==> config.mk <==
export PLATFORM = sky130hd
export DESIGN_NAME = rtcm3_frame_deframer
export DESIGN_NICKNAME = d
export VERILOG_FILES = /design/src/sv/rtcm3d_pkg.sv /design/src/sv/rtcm3d_front.sv /design/src/sv/rtcm3d_queue.sv /design/src/sv/rtcm3d_back.sv /design/src/sv/rtcm3_frame_deframer.sv
export SDC_FILE = /design/constraint.sdc
export NUM_CORES = 1
export LEC_CHECK = 0
export BUFFER_PORTS_ARGS = -buffer_cell sky130_fd_sc_hd__buf_2
export CAP_MARGIN = 5
export CORE_MARGIN = 3
export CORE_UTILIZATION = 50
export CTS_CLUSTER_SIZE = 25
export DETAILED_ROUTE_END_ITERATION = 8
export PLACE_DENSITY = 0.75
export REMOVE_ABC_BUFFERS = 1
export SLEW_MARGIN = 10
export SYNTH_ARGS = -nofsm -noshare
export SYNTH_HDL_FRONTEND = slang
export SYNTH_SLANG_ARGS = --single-unit
==> constraint.sdc <==
create_clock -name clk -period 6.51 [get_ports clk]
set_input_delay 0.9765 -clock clk [delete_from_list [all_inputs] [get_ports clk]]
set_output_delay 0.9765 -clock clk [all_outputs]
set_load 0.02 [all_outputs]
==> src/sv/rtcm3d_pkg.sv <==
// Shared types and constants for the RTCM3 frame deframer.
// No dependencies; every other file of the block imports this package.
package rtcm3d_pkg;

    localparam logic [7:0] PREAMBLE      = 8'hD3;
    localparam int         LEN_W         = 11;
    localparam logic [LEN_W-1:0] PARITY_BYTES = 11'd3;

    localparam int QUEUE_DEPTH = 4;
    localparam int QUEUE_PTR_W = $clog2(QUEUE_DEPTH);
    localparam int QUEUE_CNT_W = $clog2(QUEUE_DEPTH + 1);

    typedef enum logic [1:0] {
        PHASE_HUNT   = 2'd0,
        PHASE_LENGTH = 2'd1,
        PHASE_BODY   = 2'd2
    } phase_t;

    // One job for the output side: a single byte, or the preamble followed by
    // the header byte held in data.
    typedef struct packed {
        logic       pair;
        logic [7:0] data;
        logic       last;
    } job_t;

    typedef struct packed {
        logic full;
        logic empty;
    } queue_status_t;

endpackage

==> src/sv/rtcm3d_front.sv <==
// Front end of the deframer: preamble hunt, length capture and body count.
// Depends on rtcm3d_pkg; feeds jobs into rtcm3d_queue.
module rtcm3d_front (
    input  logic                     clk,
    input  logic                     rst_n,
    input  logic                     in_valid,
    output logic                     in_stall,
    input  logic [7:0]               rx_byte,
    input  rtcm3d_pkg::queue_status_t q_status,
    output logic                     push,
    output rtcm3d_pkg::job_t         push_job
);
    import rtcm3d_pkg::*;

    phase_t            phase_reg, phase_next;
    logic [7:0]        prev_reg, prev_next;
    logic [1:0]        len_hi_reg, len_hi_next;
    logic [LEN_W-1:0]  remain_reg, remain_next;

    logic              accept;
    logic              sync;
    logic [LEN_W-1:0]  remain_dec;
    logic              body_last;

    assign in_stall   = q_status.full;
    assign accept     = in_valid && !q_status.full;
    assign sync       = (prev_reg == PREAMBLE) && (rx_byte[7:2] == 6'd0);
    assign remain_dec = (remain_reg != '0) ? remain_reg - 1'b1 : remain_reg;
    assign body_last  = (remain_dec == '0);

    always_comb
    begin
        phase_next = phase_reg;
        if (accept)
        begin
            unique case (phase_reg)
                PHASE_LENGTH: phase_next = PHASE_BODY;
                PHASE_BODY:   phase_next = body_last ? PHASE_HUNT : PHASE_BODY;
                default:      phase_next = sync ? PHASE_LENGTH : PHASE_HUNT;
            endcase
        end
    end

    always_comb
    begin
        push          = 1'b0;
        push_job.pair = 1'b0;
        push_job.data = rx_byte;
        push_job.last = 1'b0;
        prev_next     = prev_reg;
        len_hi_next   = len_hi_reg;
        remain_next   = remain_reg;
        if (accept)
        begin
            unique case (phase_reg)
                PHASE_LENGTH:
                begin
                    push        = 1'b1;
                    remain_next = {1'b0, len_hi_reg, rx_byte} + PARITY_BYTES;
                end
                PHASE_BODY:
                begin
                    push          = 1'b1;
                    push_job.last = body_last;
                    remain_next   = remain_dec;
                    if (body_last)
                    begin
                        prev_next = 8'd0;
                    end
                end
                default:
                begin
                    // The unused phase code behaves as hunting.
                    if (sync)
                    begin
                        push          = 1'b1;
                        push_job.pair = 1'b1;
                        len_hi_next   = rx_byte[1:0];
                    end
                    else
                    begin
                        prev_next = rx_byte;
                    end
                end
            endcase
        end
    end

    always_ff @(posedge clk or negedge rst_n)
    begin
        if (!rst_n)
        begin
            phase_reg  <= PHASE_HUNT;
            prev_reg   <= 8'd0;
            len_hi_reg <= 2'd0;
            remain_reg <= '0;
        end
        else
        begin
            phase_reg  <= phase_next;
            prev_reg   <= prev_next;
            len_hi_reg <= len_hi_next;
            remain_reg <= remain_next;
        end
    end

endmodule

==> src/sv/rtcm3d_queue.sv <==
// Short job queue between the front end and the output side.
// Depends on rtcm3d_pkg.
module rtcm3d_queue (
    input  logic                      clk,
    input  logic                      rst_n,
    input  logic                      push,
    input  rtcm3d_pkg::job_t          push_job,
    input  logic                      pop,
    output rtcm3d_pkg::job_t          head_job,
    output rtcm3d_pkg::queue_status_t q_status
);
    import rtcm3d_pkg::*;

    job_t                    entry_reg [QUEUE_DEPTH];
    logic [QUEUE_PTR_W-1:0]  wr_ptr_reg, wr_ptr_next;
    logic [QUEUE_PTR_W-1:0]  rd_ptr_reg, rd_ptr_next;
    logic [QUEUE_CNT_W-1:0]  count_reg, count_next;
    logic                    do_push, do_pop;

    assign q_status.full  = (count_reg == QUEUE_CNT_W'(QUEUE_DEPTH));
    assign q_status.empty = (count_reg == '0);
    assign do_push        = push && !q_status.full;
    assign do_pop         = pop && !q_status.empty;
    assign head_job       = entry_reg[rd_ptr_reg];

    always_comb
    begin
        wr_ptr_next = do_push ? wr_ptr_reg + 1'b1 : wr_ptr_reg;
        rd_ptr_next = do_pop  ? rd_ptr_reg + 1'b1 : rd_ptr_reg;
        count_next  = count_reg + QUEUE_CNT_W'(do_push) - QUEUE_CNT_W'(do_pop);
    end

    always_ff @(posedge clk or negedge rst_n)
    begin
        if (!rst_n)
        begin
            wr_ptr_reg <= '0;
            rd_ptr_reg <= '0;
            count_reg  <= '0;
        end
        else
        begin
            wr_ptr_reg <= wr_ptr_next;
            rd_ptr_reg <= rd_ptr_next;
            count_reg  <= count_next;
        end
    end

    always_ff @(posedge clk)
    begin
        if (do_push)
        begin
            entry_reg[wr_ptr_reg] <= push_job;
        end
    end

endmodule

==> src/sv/rtcm3d_back.sv <==
// Output side of the deframer: expands queued jobs into output bytes.
// Depends on rtcm3d_pkg; drains rtcm3d_queue.
module rtcm3d_back (
    input  logic                      clk,
    input  logic                      rst_n,
    input  rtcm3d_pkg::job_t          head_job,
    input  rtcm3d_pkg::queue_status_t q_status,
    output logic                      pop,
    output logic                      out_valid,
    input  logic                      out_stall,
    output logic [7:0]                frame_byte,
    output logic                      frame_end
);
    import rtcm3d_pkg::*;

    logic        valid_reg, valid_next;
    logic        half_reg, half_next;
    logic [7:0]  byte_reg, byte_next;
    logic        end_reg, end_next;
    logic        load;

    assign load = !valid_reg || !out_stall;

    always_comb
    begin
        pop        = 1'b0;
        valid_next = valid_reg;
        half_next  = half_reg;
        byte_next  = byte_reg;
        end_next   = end_reg;
        if (load)
        begin
            valid_next = !q_status.empty;
            if (!q_status.empty)
            begin
                // A sync job emits the preamble first and stays at the head until
                // its header byte has also been loaded into the output register.
                if (head_job.pair && !half_reg)
                begin
                    byte_next = PREAMBLE;
                    end_next  = 1'b0;
                    half_next = 1'b1;
                end
                else
                begin
                    byte_next = head_job.data;
                    end_next  = head_job.last;
                    half_next = 1'b0;
                    pop       = 1'b1;
                end
            end
        end
    end

    always_ff @(posedge clk or negedge rst_n)
    begin
        if (!rst_n)
        begin
            valid_reg <= 1'b0;
            half_reg  <= 1'b0;
        end
        else
        begin
            valid_reg <= valid_next;
            half_reg  <= half_next;
        end
    end

    always_ff @(posedge clk)
    begin
        byte_reg <= byte_next;
        end_reg  <= end_next;
    end

    assign out_valid  = valid_reg;
    assign frame_byte = byte_reg;
    assign frame_end  = end_reg;

endmodule

==> src/sv/rtcm3_frame_deframer.sv <==
// RTCM3 frame deframer: hunts a byte stream for the 0xD3 preamble followed by
// a header byte with its top six bits clear, then passes the whole frame out
// (preamble, header, length byte, payload and three parity bytes), with
// frame_end on the last parity byte; bytes outside a frame are dropped and the
// CRC is not checked. One byte is taken per cycle while the job queue is not
// full; the bytes of a frame pass through the job queue into the output
// register. The output register moves one byte per cycle while out_stall is
// low, so the sync byte, which yields two output bytes, is absorbed by the
// four-entry job queue between the front end and the output side; the input
// stalls only when that queue is full, which happens only after the output has stalled.
// Depends on rtcm3d_pkg, rtcm3d_front, rtcm3d_queue and rtcm3d_back.
module rtcm3_frame_deframer (
    input  logic       clk,
    input  logic       rst_n,
    input  logic       in_valid,
    output logic       in_stall,
    input  logic [7:0] rx_byte,
    output logic       out_valid,
    input  logic       out_stall,
    output logic [7:0] frame_byte,
    output logic       frame_end
);
    import rtcm3d_pkg::*;

    logic          push;
    job_t          push_job;
    logic          pop;
    job_t          head_job;
    queue_status_t q_status;

    rtcm3d_front u_front (
        .clk      (clk),
        .rst_n    (rst_n),
        .in_valid (in_valid),
        .in_stall (in_stall),
        .rx_byte  (rx_byte),
        .q_status (q_status),
        .push     (push),
        .push_job (push_job)
    );

    rtcm3d_queue u_queue (
        .clk      (clk),
        .rst_n    (rst_n),
        .push     (push),
        .push_job (push_job),
        .pop      (pop),
        .head_job (head_job),
        .q_status (q_status)
    );

    rtcm3d_back u_back (
        .clk        (clk),
        .rst_n      (rst_n),
        .head_job   (head_job),
        .q_status   (q_status),
        .pop        (pop),
        .out_valid  (out_valid),
        .out_stall  (out_stall),
        .frame_byte (frame_byte),
        .frame_end  (frame_end)
    );

endmodule

Word level (Yosys, flattened, before mapping):

Memories as Yosys holds them, arrays and structs flattened.
Cells that the tools add are included.

* add/subtract/negate cells: 6
* multiply operators: 0
* divide/modulo/power cells: 0
* $lt $le $gt $ge: 0
* equal/unequal tests: 6
* shift-type cells: 0
* multiplexer cells: 21
* bitwise logic cells: 3
* reductions and logical operators: 21

Operators with widths (number)
* 11-bit case mux with 2 select lines: 1
* 8-bit 2-to-1 mux: 2
* 8-bit case mux with 2 select lines: 1
* 1-bit 2-to-1 mux: 14
* 10-bit by 2-bit adder with 11-bit output (second input constant): 1
* 11-bit logical NOT: 1
* 11-bit 2-to-1 mux: 1
* 11-bit nonzero test: 1
* 11-bit by 1-bit subtractor with 11-bit output (second input constant): 1
* 8-bit equality test (second input constant): 1
* 6-bit logical NOT: 1
* 1-bit logical AND: 5
* 1-bit logical NOT: 5
* 2-bit by 1-bit adder with 2-bit output (second input constant): 2
* 2-bit case mux with 2 select lines: 1
* 2-bit AND reduction: 2
* 4-bit AND reduction: 1
* 3-bit by 1-bit adder with 3-bit output: 1
* 3-bit equality test (second input constant): 1
* 3-bit logical NOT: 1
* 1-bit NOT: 3
* 3-bit AND reduction: 1
* 3-bit by 1-bit subtractor with 3-bit output: 1
* 2-bit by 1-bit equality test with 1-bit output (second input constant): 1
* other kinds (7): 7

* register bits after elaboration: 41
* latch bits: 0
* memory bits (writable): 40
* bits in read-only memories: 0
* bits of input ports: 12
* output and inout bits: 11
* logic and storage cells: 69
* memories kept: 1

Memory list
* u_queue.entry_reg: words 4, width 10, rd ports 1, clocked after memory_dff 0, write ports 1, line rtcm3d_queue.sv:14 `job_t entry_reg [QUEUE_DEPTH];`

Logic depth before layout (Yosys ltp):

Gate-level depths: netlist of run 1.

* word-level depth: 8
* gate-level depth with buffers: 10
* gate-level depth less buffers: 8

By module:

Synthesis of run 1 repeated with hierarchy kept, for this count alone.

* cell total of the unflattened synthesis: 327
* area total of the unflattened synthesis: 4077.7 um^2

Modules (own cells, without submodules)
* rtcm3d_queue: instances 1, cells each 93, area each 1919.3 um^2, sequential area each 1376.3 um^2
* rtcm3d_front: instances 1, cells each 206, area each 1717.9 um^2, sequential area each 575.6 um^2
* rtcm3d_back: instances 1, cells each 28, area each 440.4 um^2, sequential area each 320.3 um^2

Worst setup path before layout of run 1:

Ideal clock, no wire load.

* kind: input-to-reg
* start point: input out_stall
* end point: register u_queue.count_reg[2]
* library setup time: 0.123 ns
* arrival: 2.717 ns
* required time: 6.387 ns
* path slack: 3.670 ns
* stages: 7
* buffers on the path: 0
* path through: a21oi_1 -> nor2b_1 -> ha_1 -> inv_1 -> ha_1 -> fa_1 -> xnor2_1

* longest elaborated chain between the ends: 5

Ends and longest elaborated chain
* from (decl): line rtcm3_frame_deframer.sv:19 `input logic out_stall,`
* 1-bit logical NOT: line rtcm3d_back.sv:22 `assign load = !valid_reg || !out_stall;`
* 1-bit logical OR: line rtcm3d_back.sv:22
* 1-bit 2-to-1 mux: line rtcm3d_back.sv:31 `if (load)`
* 1-bit logical AND: line rtcm3d_queue.sv:23 `assign do_pop = pop && !q_status.empty;`
* net u_queue.do_pop: line rtcm3d_queue.sv:18 `logic do_push, do_pop;`
* 3-bit by 1-bit subtractor with 3-bit output: line rtcm3d_queue.sv:30 `count_next = count_reg + QUEUE_CNT_W'(do_push) - QUEUE_CNT_W'(do_pop);`
* net u_queue.count_next[2]: line rtcm3d_queue.sv:17 `logic [QUEUE_CNT_W-1:0] count_reg, count_next;`
* to (signal assigned): line rtcm3d_queue.sv:45 `count_reg <= count_next;`
* to (decl): line rtcm3d_queue.sv:17

The timed path passes the listed nets, and every way through them passes these cells.
A chain may end at the register's enable or synchronous reset.

Worst setup path in the final report of run 1:

* start point: input rx_byte[2]
* end point: memory u_queue.entry_reg[0][0] in the netlist's numbering (enable)

* longest elaborated chain between the ends: 8

Ends and longest elaborated chain
* from (decl): line rtcm3_frame_deframer.sv:17 `input logic [7:0] rx_byte,`
* 6-bit logical NOT: line rtcm3d_front.sv:27 `assign sync = (prev_reg == PREAMBLE) && (rx_byte[7:2] == 6'd0);`
* 1-bit logical AND: line rtcm3d_front.sv:27
* 1-bit 2-to-1 mux: line rtcm3d_front.sv:74 `if (sync)`
* 1-bit 2-to-1 mux: line rtcm3d_front.sv:55 `unique case (phase_reg)`
* 1-bit 2-to-1 mux: line rtcm3d_front.sv:53 `if (accept)`
* 1-bit logical AND: line rtcm3d_queue.sv:22 `assign do_push = push && !q_status.full;`
* 1-bit 2-to-1 mux: line rtcm3d_queue.sv:51 `if (do_push)`
* 1-bit 2-to-1 mux (implied by the code): line rtcm3d_queue.sv:53 `entry_reg[wr_ptr_reg] <= push_job;`
* to (decl): line rtcm3d_queue.sv:14

Every way passes these cells.

==> impl_metrics.py, run 1 <==
metrics = {
    "die": {
        "die_w_um": 93.7,
        "core-area_sq_um": 7370,
        "io_pins": 23,
        "die_h_um": 93.7,
        "start_util_pct": 52.2,
        "rows": 31,
        "die_area_sq_um": 8780,
    },
    "route": {
        "drt-total-wl_um": 7130,
        "drt_iter0_markers": 161,
        "first_pass_iters": 4,
        "wire_per_inst_um": 16.9,
        "drc": 0,
        "antenna_left": 0,
        "viasPerCell": 5.76,
        "vias": 2431,
    },
    "pwr": {
        "p_switching_w": 0.000525,
        "peakVddDrop_mv": 0.182,
        "powerDensity_nw_per_um2": 373,
        "intPower_w": 0.00105,
        "netSwitchingFraction_pct": 33.4,
        "p_clk_share_pct": 22.3,
        "p_leak_nw": 1.58,
        "p_seq_share_pct": 49.3,
        "combPwrFrac_pct": 28.4,
    },
    "timing": {
        "finalCritPeriodShare_pct": 46.4,
        "fin_skew_ns": 0.0217,
        "slew_violations": 0,
        "rsz0062_at_grt": "no",
        "relSlewSlack_pct": 34.8,
        "setup_viol": 0,
        "worst_slew_pin_slew_ns": 0.977,
        "max_freq_mhz": 331,
        "hold_ws_ns": 0.482,
        "fin_crit_ns": 3.02,
        "final-hold-violation-count": 0,
        "finalSetupTns_ns": 0,
    },
    "cells_and_area": {
        "largest_reg_flops": 40,
        "drive_above_1_share_pct": 18.9,
        "final_cell_mix": "49 x edfxtp_1, 32 x dfrtp_1, 22 x buf_2",
        "nNetsFinal": 341,
        "final_common_cell": "edfxtp_1",
        "final_area_sq_um": 4220,
        "antenna-diode-count": 0,
        "syn2layout_area_growth_pct": 9.56,
    },
    "worst_setup_path": {
        "path_class": "input pin to flip-flop",
        "critical_path.max_fanout": 10,
        "r2r_end": "u_queue.count_reg[2]$_DFF_PN0_",
        "ff2ff_path_depth": 8,
        "cp-end-kind": "flip-flop",
        "worst_setup_path_start_kind": "input pin",
        "critPathArrivalTime_ns": 2.99,
        "regToRegStartpoint": "u_queue.rd_ptr_reg[0]$_DFFE_PN0P_",
        "reg2reg_setup_slack_ns": 3.51,
        "required_ns": 6.48,
    },
    "global_routing": {
        "grt_pass1_wl_um": 12100,
        "grt_pass1_vias": 2372,
        "antenna_found_initial": 0,
        "grt_max_degree": 33,
        "track_usage_pct": 18.0,
        "grt-ovfl-total": 0,
    },
    "synth": {
        "synth_edf_count": 49,
        "synth_top_area_share_pct": 38.2,
        "synth_area_leaders": "edfxtp_1 38%, dfrtp_1 21%, mux4_2 5.9%",
        "ys_seq_area_share_pct": 59.1,
        "yosys.cell_types.count": 54,
        "ys.flop_type": "edfxtp_1",
        "ys_async_sr_fraction_pct": 39.5,
        "ys_warn_count": 0,
        "ys_seq_elements": 81,
        "syn_avg_cell_area_sq_um": 13.0,
        "netlist_area_sq_um": 3850,
        "yosysTopAreaCell": "edfxtp_1",
        "syn_inst": 296,
    },
    "clocking": {
        "cts_hold_buf": 0,
        "clk_pin_slew_ns": 0.08,
        "cts_resized": 0,
        "cts_tree": "done",
        "ctsHtreeMaxLevel": 3,
        "cts_buffers": 9,
        "post_cts_buffers": 0,
        "worstSkewPairLatency_ns": 0.35,
        "clock_sinks": 81,
        "clock_path_buffers": 2,
        "cts_root_buf": "clkbuf_8",
    },
    "outcome": {
        "status": "completed",
    },
    "hold_path": {
        "hold_depth": 1,
        "hold_start": "u_back.half_reg$_DFFE_PN0P_",
        "worstHoldPathType": "flip-flop to flip-flop",
        "whs_endpoint": "u_back.half_reg$_DFFE_PN0P_",
    },
    "placement": {
        "portBuffers": 22,
        "gp_congestion": 0.916,
        "dp.final_hpwl_um": 4950,
        "placed_area_sq_um": 4020,
    },
    "flow_run": {
        "max_cap_viol_count": 0,
    },
}
synth_stat cells, types with 3 or more instances:
library cell and instances:
nor2_1 17, buf_2 4, nor3_1 9, a22o_1 10, mux2_1 3, o22ai_1 3, o21ai_1 6, nor2b_1 6
mux4_2 10, or2_2 5, dfrtp_1 32, a21oi_1 12, edfxtp_1 49, o21ai_0 10, nand3_1 10, xor2_1 5
and3_1 4, xnor2_1 8, nand2b_1 5, clkbuf_1 3, or3_1 3, nor3b_1 3, and2_1 5, inv_1 15
nand2_1 11, nand4_1 3, ha_1 10
logic make-up (layout without fill, tap and decap cells):
kind of cell | Yosys count | count (layout) | share of synthesized area [%]
simple gates | 94 | 94 | 14.0
buf+inv | 27 | 54 | 3.15
mux | 15 | 15 | 7.25
fa+ha+maj | 11 | 11 | 3.77
flops | 81 | 81 | 59.1
xor+xnor | 13 | 13 | 2.96
compound gates | 55 | 55 | 9.79
layer usage:
metal | share of wire (%) | GRT usage, % | vias to the layer above
met2 | 50 | 29.3 | 52
li1 | - | - | 1150
met4 | 1.1 | 7.22 | 0
met5 | 0 | 0 | -
met1 | 45 | 23.8 | 1223
met3 | 3.5 | 3.45 | 6
cell type report:
class | instances | area (sq um)
clock buffer | 11 | 131
sequential | 81 | 2270
tap | 99 | 124
clock inverter | 5 | 57.6
inverter | 16 | 60.1
fill | 594 | 3150
timing repair buffer | 22 | 110
multi-input combinational | 188 | 1460
worst max-delay path by stage:
stage	start	to	slack [ns]
detailed placement	rx_byte[2]	u_queue.entry_reg[0][7]$_DFFE_PP_	3.14
global route	u_queue.rd_ptr_reg[0]$_DFFE_PN0P_	u_queue.count_reg[2]$_DFF_PN0_	3.25
CTS	u_queue.rd_ptr_reg[0]$_DFFE_PN0P_	u_queue.count_reg[2]$_DFF_PN0_	3.41
global placement	rx_byte[2]	u_queue.entry_reg[0][4]$_DFFE_PP_	3.26
finish	rx_byte[2]	u_queue.entry_reg[0][0]$_DFFE_PP_	3.49
floorplan	out_stall	u_queue.count_reg[2]$_DFF_PN0_	3.67
critical path, cell delays in order:
cell	delay [ns]
buf_2	0.17
or4_1	0.52
nor3_1	0.36
and2_1	0.20
or2_1	0.24
and2_1	0.51
power groups by stage:
stage | clock network [W] | logic, W | registers [W]
floorplan | 0 | 0.000313 | 0.000791
global placement | 0 | 0.000438 | 0.000782
detailed placement | 0 | 0.000451 | 0.000785
CTS | 0.000359 | 0.000452 | 0.000775
global route | 0.000384 | 0.000496 | 0.000794
finish | 0.000351 | 0.000447 | 0.000775
metrics by stage:
step / utilization (%) / power [W] / setup WS, ns / cells
after global placement: 54.6 / 0.00122 / 3.26 / 406
final: 57.2 / 0.00157 / 3.49 / 422
after floorplan: - / 0.00110 / 3.67 / 285
after global routing: 57.2 / 0.00167 / 3.25 / 422
after CTS: 57.1 / 0.00159 / 3.41 / 422
after detailed placement: 54.6 / 0.00124 / 3.14 / 406
No activity file was read; power rests on OpenSTA's default activity.
==> run 2: changes to the inputs <==
--- a/config.mk
+++ b/config.mk
@@ -5,13 +5,14 @@
 export SDC_FILE = /design/constraint.sdc
 export NUM_CORES = 1
 export LEC_CHECK = 0
+export ABC_AREA = 1
 export BUFFER_PORTS_ARGS = -buffer_cell sky130_fd_sc_hd__buf_2
 export CAP_MARGIN = 5
 export CORE_MARGIN = 3
 export CORE_UTILIZATION = 50
 export CTS_CLUSTER_SIZE = 25
 export DETAILED_ROUTE_END_ITERATION = 8
-export PLACE_DENSITY = 0.75
+export PLACE_DENSITY = 0.74
 export REMOVE_ABC_BUFFERS = 1
 export SLEW_MARGIN = 10
 export SYNTH_ARGS = -nofsm -noshare
==> constraint.sdc (replaced) <==
create_clock -name clk -period 3.1 [get_ports clk]
set_input_delay 0.465 -clock clk [delete_from_list [all_inputs] [get_ports clk]]
set_output_delay 0.465 -clock clk [all_outputs]
set_load 0.02 [all_outputs]
==> impl_metrics.py, run 2 <==
metrics = {
    "die": {
        "die_area_sq_um": 9060,
        "start_util_pct": 53.1,
        "core-area_sq_um": 7490,
        "rows": 31,
        "io_pins": 23,
        "die_h_um": 95.2,
        "die_w_um": 95.2,
    },
    "cells_and_area": {
        "syn2layout_area_growth_pct": 10.9,
        "nNetsFinal": 461,
        "fin_cells": 542,
        "nFillCells": 641,
        "antenna-diode-count": 0,
        "final_common_cell": "nor2_1",
        "drive_above_1_share_pct": 16.3,
        "final_cell_mix": "65 x nor2_1, 64 x nand2_1, 49 x edfxtp_1",
        "largest_reg_flops": 40,
    },
    "placement": {
        "portBuffers": 22,
        "place_ws_ns": 0.369,
        "dp.final_hpwl_um": 6000,
        "dp_cells": 526,
        "gp_congestion": 0.880,
    },
    "worst_setup_path": {
        "r2r_end": "u_queue.count_reg[2]$_DFF_PN0_",
        "regToRegStartpoint": "u_queue.rd_ptr_reg[0]$_DFFE_PN0P_",
        "required_ns": 3.34,
        "worst_setup_path_start_kind": "flip-flop",
        "path_class": "flip-flop to flip-flop",
        "reg2reg_setup_slack_ns": 0.36,
        "ff2ff_path_depth": 11,
        "critical_path.max_fanout": 16,
        "critPathArrivalTime_ns": 2.98,
        "cp-end-kind": "flip-flop",
    },
    "timing": {
        "finalCritPeriodShare_pct": 88.4,
        "finalSetupTns_ns": 0,
        "setup_viol": 0,
        "slew_violations": 0,
        "relSlewSlack_pct": 49.5,
        "fin_crit_ns": 2.74,
        "max_freq_mhz": 365,
        "rsz0062_at_grt": "no",
        "fin_skew_ns": 0.00945,
        "final-hold-violation-count": 0,
        "fin_ws_ns": 0.361,
        "worst_slew_pin_slew_ns": 0.758,
    },
    "synth": {
        "synth_edf_count": 49,
        "ys.flop_type": "edfxtp_1",
        "ys_seq_area_share_pct": 57.1,
        "ys_warn_count": 0,
        "syn_avg_cell_area_sq_um": 9.79,
        "synth_top_family_by_area": "simple AND/OR/NAND/NOR gates",
        "synthTopCellsByCount": "65 x nor2_1, 64 x nand2_1, 49 x edfxtp_1",
        "syn_inst": 406,
        "synth-simple-area-share_pct": 21.6,
        "synth_most_common_cell": "nor2_1",
        "synth_top_area_share_pct": 37.0,
        "yosysTopAreaCell": "edfxtp_1",
        "synth_compound_area_share_pct": 9.31,
        "synth_area_leaders": "edfxtp_1 37%, dfrtp_1 20%, nor2_1 6.1%",
        "netlist_area_sq_um": 3980,
        "synth_xor_area_share_pct": 1.32,
        "ys_async_sr_fraction_pct": 39.5,
        "yosys.cell_types.count": 40,
        "ys_seq_elements": 81,
        "muxShareOfSynthArea_pct": 1.26,
        "synth-adder-area-share_pct": 3.65,
    },
    "hold_path": {
        "worstHoldPathType": "input pin to async pin",
    },
    "outcome": {
        "status": "completed",
    },
    "flow_run": {
        "max_cap_viol_count": 0,
    },
    "clocking": {
        "cts_resized": 0,
        "cts_root_buf": "clkbuf_8",
        "ctsHtreeMaxLevel": 3,
        "cts_hold_buf": 0,
        "clock_sinks": 81,
        "cts_tree": "done",
        "clock_path_buffers": 2,
        "post_cts_buffers": 0,
        "clk_pin_slew_ns": 0.09,
        "worstSkewPairLatency_ns": 0.36,
        "cts_buffers": 9,
    },
    "global_routing": {
        "track_usage_pct": 19.9,
        "grt_max_degree": 33,
        "grt_pass1_wl_um": 13700,
        "grt-ovfl-total": 0,
        "grt_pass1_vias": 2855,
        "antenna_found_initial": 0,
    },
    "route": {
        "drt_iter0_markers": 160,
        "drc": 0,
        "antenna_left": 0,
        "drt-total-wl_um": 8190,
        "first_pass_iters": 4,
        "wire_per_inst_um": 15.1,
        "viasPerCell": 5.47,
        "vias": 2966,
    },
    "pwr": {
        "p_leak_nw": 1.92,
        "peakVddDrop_mv": 0.303,
        "powerDensity_nw_per_um2": 794,
    },
}
run 2: logic make-up (layout without fill, tap and decap cells):
group | count (synthesis) | in the layout
flip-flops | 81 | 81
adder cells (fa/ha/maj) | 11 | 11
buffers and inverters | 60 | 97
AND/OR/NAND/NOR | 182 | 182
AO/OA/AOI/OAI | 61 | 61
multiplexers | 5 | 5
XOR/XNOR | 6 | 6
run 2: worst max-delay path by stage:
stage                                      startpoint                              to  slack [ns]  depth (start not counted)
CTS                 u_queue.rd_ptr_reg[0]$_DFFE_PN0P_  u_queue.count_reg[2]$_DFF_PN0_        0.36                         11
finish              u_queue.rd_ptr_reg[0]$_DFFE_PN0P_  u_queue.count_reg[2]$_DFF_PN0_        0.36                         11
floorplan           u_queue.rd_ptr_reg[0]$_DFFE_PN0P_  u_queue.count_reg[2]$_DFF_PN0_        0.52                         11
global route        u_queue.rd_ptr_reg[1]$_DFFE_PN0P_  u_queue.count_reg[2]$_DFF_PN0_        0.06                         10
detailed placement  u_queue.rd_ptr_reg[0]$_DFFE_PN0P_  u_queue.count_reg[2]$_DFF_PN0_        0.37                         11
global placement    u_queue.rd_ptr_reg[0]$_DFFE_PN0P_  u_queue.count_reg[2]$_DFF_PN0_        0.46                         11
run 2: cell type report:
type | instances | area (sq um) | area share, %
Tap cell | 99 | 124 | 2.81
Multi-Input combinational cell | 265 | 1480 | 33.5
Inverter | 52 | 195 | 4.43
Clock buffer | 9 | 124 | 2.81
Timing Repair Buffer | 29 | 163 | 3.69
Sequential cell | 81 | 2270 | 51.5
Clock inverter | 7 | 53.8 | 1.22
run 2: through the flow:
step / area, sq um / util [%] / total power, W / hold slack (ns)
6_report: 4410 / 58.9 / 0.00350 / 0.173
3_5_place_dp: 4230 / 56.5 / 0.00283 / 0.463
4_1_cts: 4410 / 58.9 / 0.00352 / 0.193
2_1_floorplan: 3950 / - / 0.00248 / 0.169
5_1_grt: 4410 / 58.9 / 0.00377 / 0.240
3_3_place_gp: 4230 / 56.5 / 0.00279 / 0.450
run 2: routing by layer:
| metal | wire length, um | share of wire (%) | global-route usage, % | vias up |
|---|---|---|---|---|
| li1 | - | - | - | 1448 |
| met1 | 3670 | 45 | 26.4 | 1432 |
| met3 | 349 | 4.3 | 3.79 | 14 |
| met4 | 133 | 1.6 | 6.01 | 0 |
| met5 | 0 | 0 | 0 | - |
| met2 | 4030 | 49 | 33.1 | 72 |
run 2: worst max-delay path, stage by stage (launching register included):
cell	delay, ns
dfrtp_1	0.49
buf_4	0.26
nor2_1	0.07
o32ai_1	0.28
nand2_1	0.27
nand2_1	0.15
inv_1	0.08
ha_1	0.28
inv_1	0.04
ha_1	0.18
fa_1	0.37
xor2_1	0.17
run 2: power by group:
part,switching [W],internal [W],total (W)
Clock,0.000407,0.000296,0.000703
Sequential,0.000214,0.00140,0.00162
Combinational,0.000764,0.000415,0.00118
Total,0.00138,0.00212,0.00350
==> run 3: changes to the inputs <==
--- a/config.mk
+++ b/config.mk
@@ -5,14 +5,14 @@
 export SDC_FILE = /design/constraint.sdc
 export NUM_CORES = 1
 export LEC_CHECK = 0
-export ABC_AREA = 1
+export ABC_AREA = 0
 export BUFFER_PORTS_ARGS = -buffer_cell sky130_fd_sc_hd__buf_2
 export CAP_MARGIN = 5
 export CORE_MARGIN = 3
 export CORE_UTILIZATION = 50
 export CTS_CLUSTER_SIZE = 25
 export DETAILED_ROUTE_END_ITERATION = 8
-export PLACE_DENSITY = 0.74
+export PLACE_DENSITY = 0.75
 export REMOVE_ABC_BUFFERS = 1
 export SLEW_MARGIN = 10
 export SYNTH_ARGS = -nofsm -noshare
==> impl_metrics.py, run 3 (same netlist as run 1, synthesis figures left out) <==
metrics = {
    "outcome": {
        "status": "completed",
    },
    "placement": {
        "place_ws_ns": 0.301,
        "gp_congestion": 0.915,
        "placed_area_sq_um": 4060,
        "dp.final_hpwl_um": 5090,
        "portBuffers": 22,
    },
    "route": {
        "vias": 2434,
        "top_layer_used": "met4",
        "wl_met1_um": 3040,
        "first_pass_iters": 4,
        "antenna_left": 0,
        "drt-total-wl_um": 7310,
        "route.met2.wl_um": 3820,
        "viasPerCell": 5.70,
        "met3RoutedLength_um": 340,
        "drc": 0,
        "wire_per_inst_um": 17.1,
        "drt_iter0_markers": 125,
    },
    "flow_run": {
        "max_cap_viol_count": 0,
    },
    "pwr": {
        "finalPower_w": 0.00354,
        "intPower_w": 0.00239,
        "p_switching_w": 0.00116,
        "peakVddDrop_mv": 0.391,
        "combPwrFrac_pct": 28.5,
        "p_seq_share_pct": 44.9,
        "netSwitchingFraction_pct": 32.6,
        "p_leak_nw": 1.63,
        "powerDensity_nw_per_um2": 823,
        "p_clk_share_pct": 26.7,
    },
    "die": {
        "die_w_um": 93.7,
        "die_area_sq_um": 8780,
        "core-area_sq_um": 7370,
        "die_h_um": 93.7,
        "io_pins": 23,
        "rows": 31,
        "start_util_pct": 52.2,
    },
    "timing": {
        "relSlewSlack_pct": 50.7,
        "worst_slew_pin_slew_ns": 0.740,
        "max_freq_mhz": 353,
        "fin_ws_ns": 0.267,
        "setup_viol": 0,
        "finalCritPeriodShare_pct": 91.4,
        "rsz0062_at_grt": "no",
        "fin_skew_ns": 0.00978,
        "finalSetupTns_ns": 0,
        "slew_violations": 0,
        "final-hold-violation-count": 0,
        "fin_crit_ns": 2.83,
    },
    "clocking": {
        "cts_root_buf": "clkbuf_8",
        "cts_tree": "done",
        "clock_sinks": 81,
        "cts_hold_buf": 0,
        "clk_pin_slew_ns": 0.09,
        "clock_path_buffers": 2,
        "cts_resized": 0,
        "ctsHtreeMaxLevel": 3,
        "post_cts_buffers": 0,
        "worstSkewPairLatency_ns": 0.35,
        "cts_buffers": 9,
    },
    "cells_and_area": {
        "nFillCells": 579,
        "nNetsFinal": 346,
        "final_common_cell": "edfxtp_1",
        "antenna-diode-count": 0,
        "final_area_sq_um": 4310,
        "largest_reg_flops": 40,
        "drive_above_1_share_pct": 20.4,
        "syn2layout_area_growth_pct": 12.0,
        "fin_util_pct": 58.5,
        "final_cell_mix": "49 x edfxtp_1, 32 x dfrtp_1, 22 x buf_2",
    },
    "global_routing": {
        "track_usage_pct": 18.6,
        "antenna_found_initial": 0,
        "grt_pass1_vias": 2422,
        "grt_max_degree": 33,
        "grt-ovfl-total": 0,
        "grt_pass1_wl_um": 12300,
    },
    "worst_setup_path": {
        "max_stage_delay_ns": 0.66,
        "worst_setup_path_start_kind": "flip-flop",
        "cpLargestDelayFamily": "adder cells",
        "required_ns": 3.34,
        "critical_path.max_fanout": 11,
        "path_class": "flip-flop to flip-flop",
        "crit_slowest_cell": "dfrtp_1",
        "cp-end-kind": "flip-flop",
        "path_cells": "mux4_2, nor2b_1, nor2b_1, ha_1, inv_1, ha_1, fa_1, xnor2_1",
        "crit_buf_inv": 1,
        "cp.depth": 8,
        "ff2ff_path_depth": 8,
        "critPathArrivalTime_ns": 3.07,
    },
    "hold_path": {
        "worstHoldPathType": "input pin to async pin",
    },
}
run 3: changes by cell type in the layout (fill, tap and decap cells not counted), moves of 7 or more:
cell	before	now
inv_2	8	1
o21ai_0	24	10
mux4_2	0	10
inv_1	40	15
nand4_1	15	3
nand2_1	64	11
a22o_1	0	10
nor2_1	65	17
run 3: cell type report:
type,instances,area (sq um),area share [%]
clock buffers,9,124,2.88
clock inverters,7,126,2.93
inverters,16,60.1,1.39
multi-input cells,188,1450,33.7
flip-flops and latches,81,2270,52.7
well taps,99,124,2.88
repair buffers,27,148,3.43
run 3: power groups by stage:
stage / sequential, W / clock (W) / combinational (W)
after floorplan: 0.00166 / 0 / 0.000658
after global placement: 0.00160 / 0 / 0.000978
after detailed placement: 0.00161 / 0 / 0.00101
after CTS: 0.00159 / 0.000959 / 0.00102
after global routing: 0.00162 / 0.00102 / 0.00112
final: 0.00159 / 0.000945 / 0.00101
run 3: through the flow:
step                std cells  hold WS [ns]
finish                    427         0.166
global route              427         0.202
CTS                       427         0.189
detailed placement        411         0.475
global placement          411         0.465
floorplan                 285         0.169
run 3: worst reg2reg max path, delay by kind of cell (launching register included):
family	cells	cell delay [ns]
muxes	1	0.31
and+or+nand+nor	2	0.69
DFF	1	0.66
adders and majority gates	3	0.88
xor gates and xnor gates	1	0.14
buffers and inverters	1	0.04
run 3: metal layers:
layer  vias to the layer above  track usage (%)
met3                         9             4.73
met4                         0             6.38
met5                         -                0
met1                      1207             23.3
li1                       1165                -
met2                        53             31.2
run 3: final timing paths:
kind / end / slack (ns) / start
worst max register to register: u_queue.count_reg[2]$_DFF_PN0_ / 0.27 / u_queue.rd_ptr_reg[1]$_DFFE_PN0P_
max in group asynchronous: u_front.prev_reg[6]$_DFFE_PN0P_ / 2.45 / rst_n
min in group clk: u_back.out_valid$_DFFE_PN0N_ / 0.32 / out_stall
worst max-delay path: u_queue.count_reg[2]$_DFF_PN0_ / 0.27 / u_queue.rd_ptr_reg[1]$_DFFE_PN0P_
worst min-delay path: u_back.out_valid$_DFFE_PN0N_ / 0.17 / rst_n
worst min register to register: u_back.half_reg$_DFFE_PN0P_ / 0.49 / u_back.half_reg$_DFFE_PN0P_
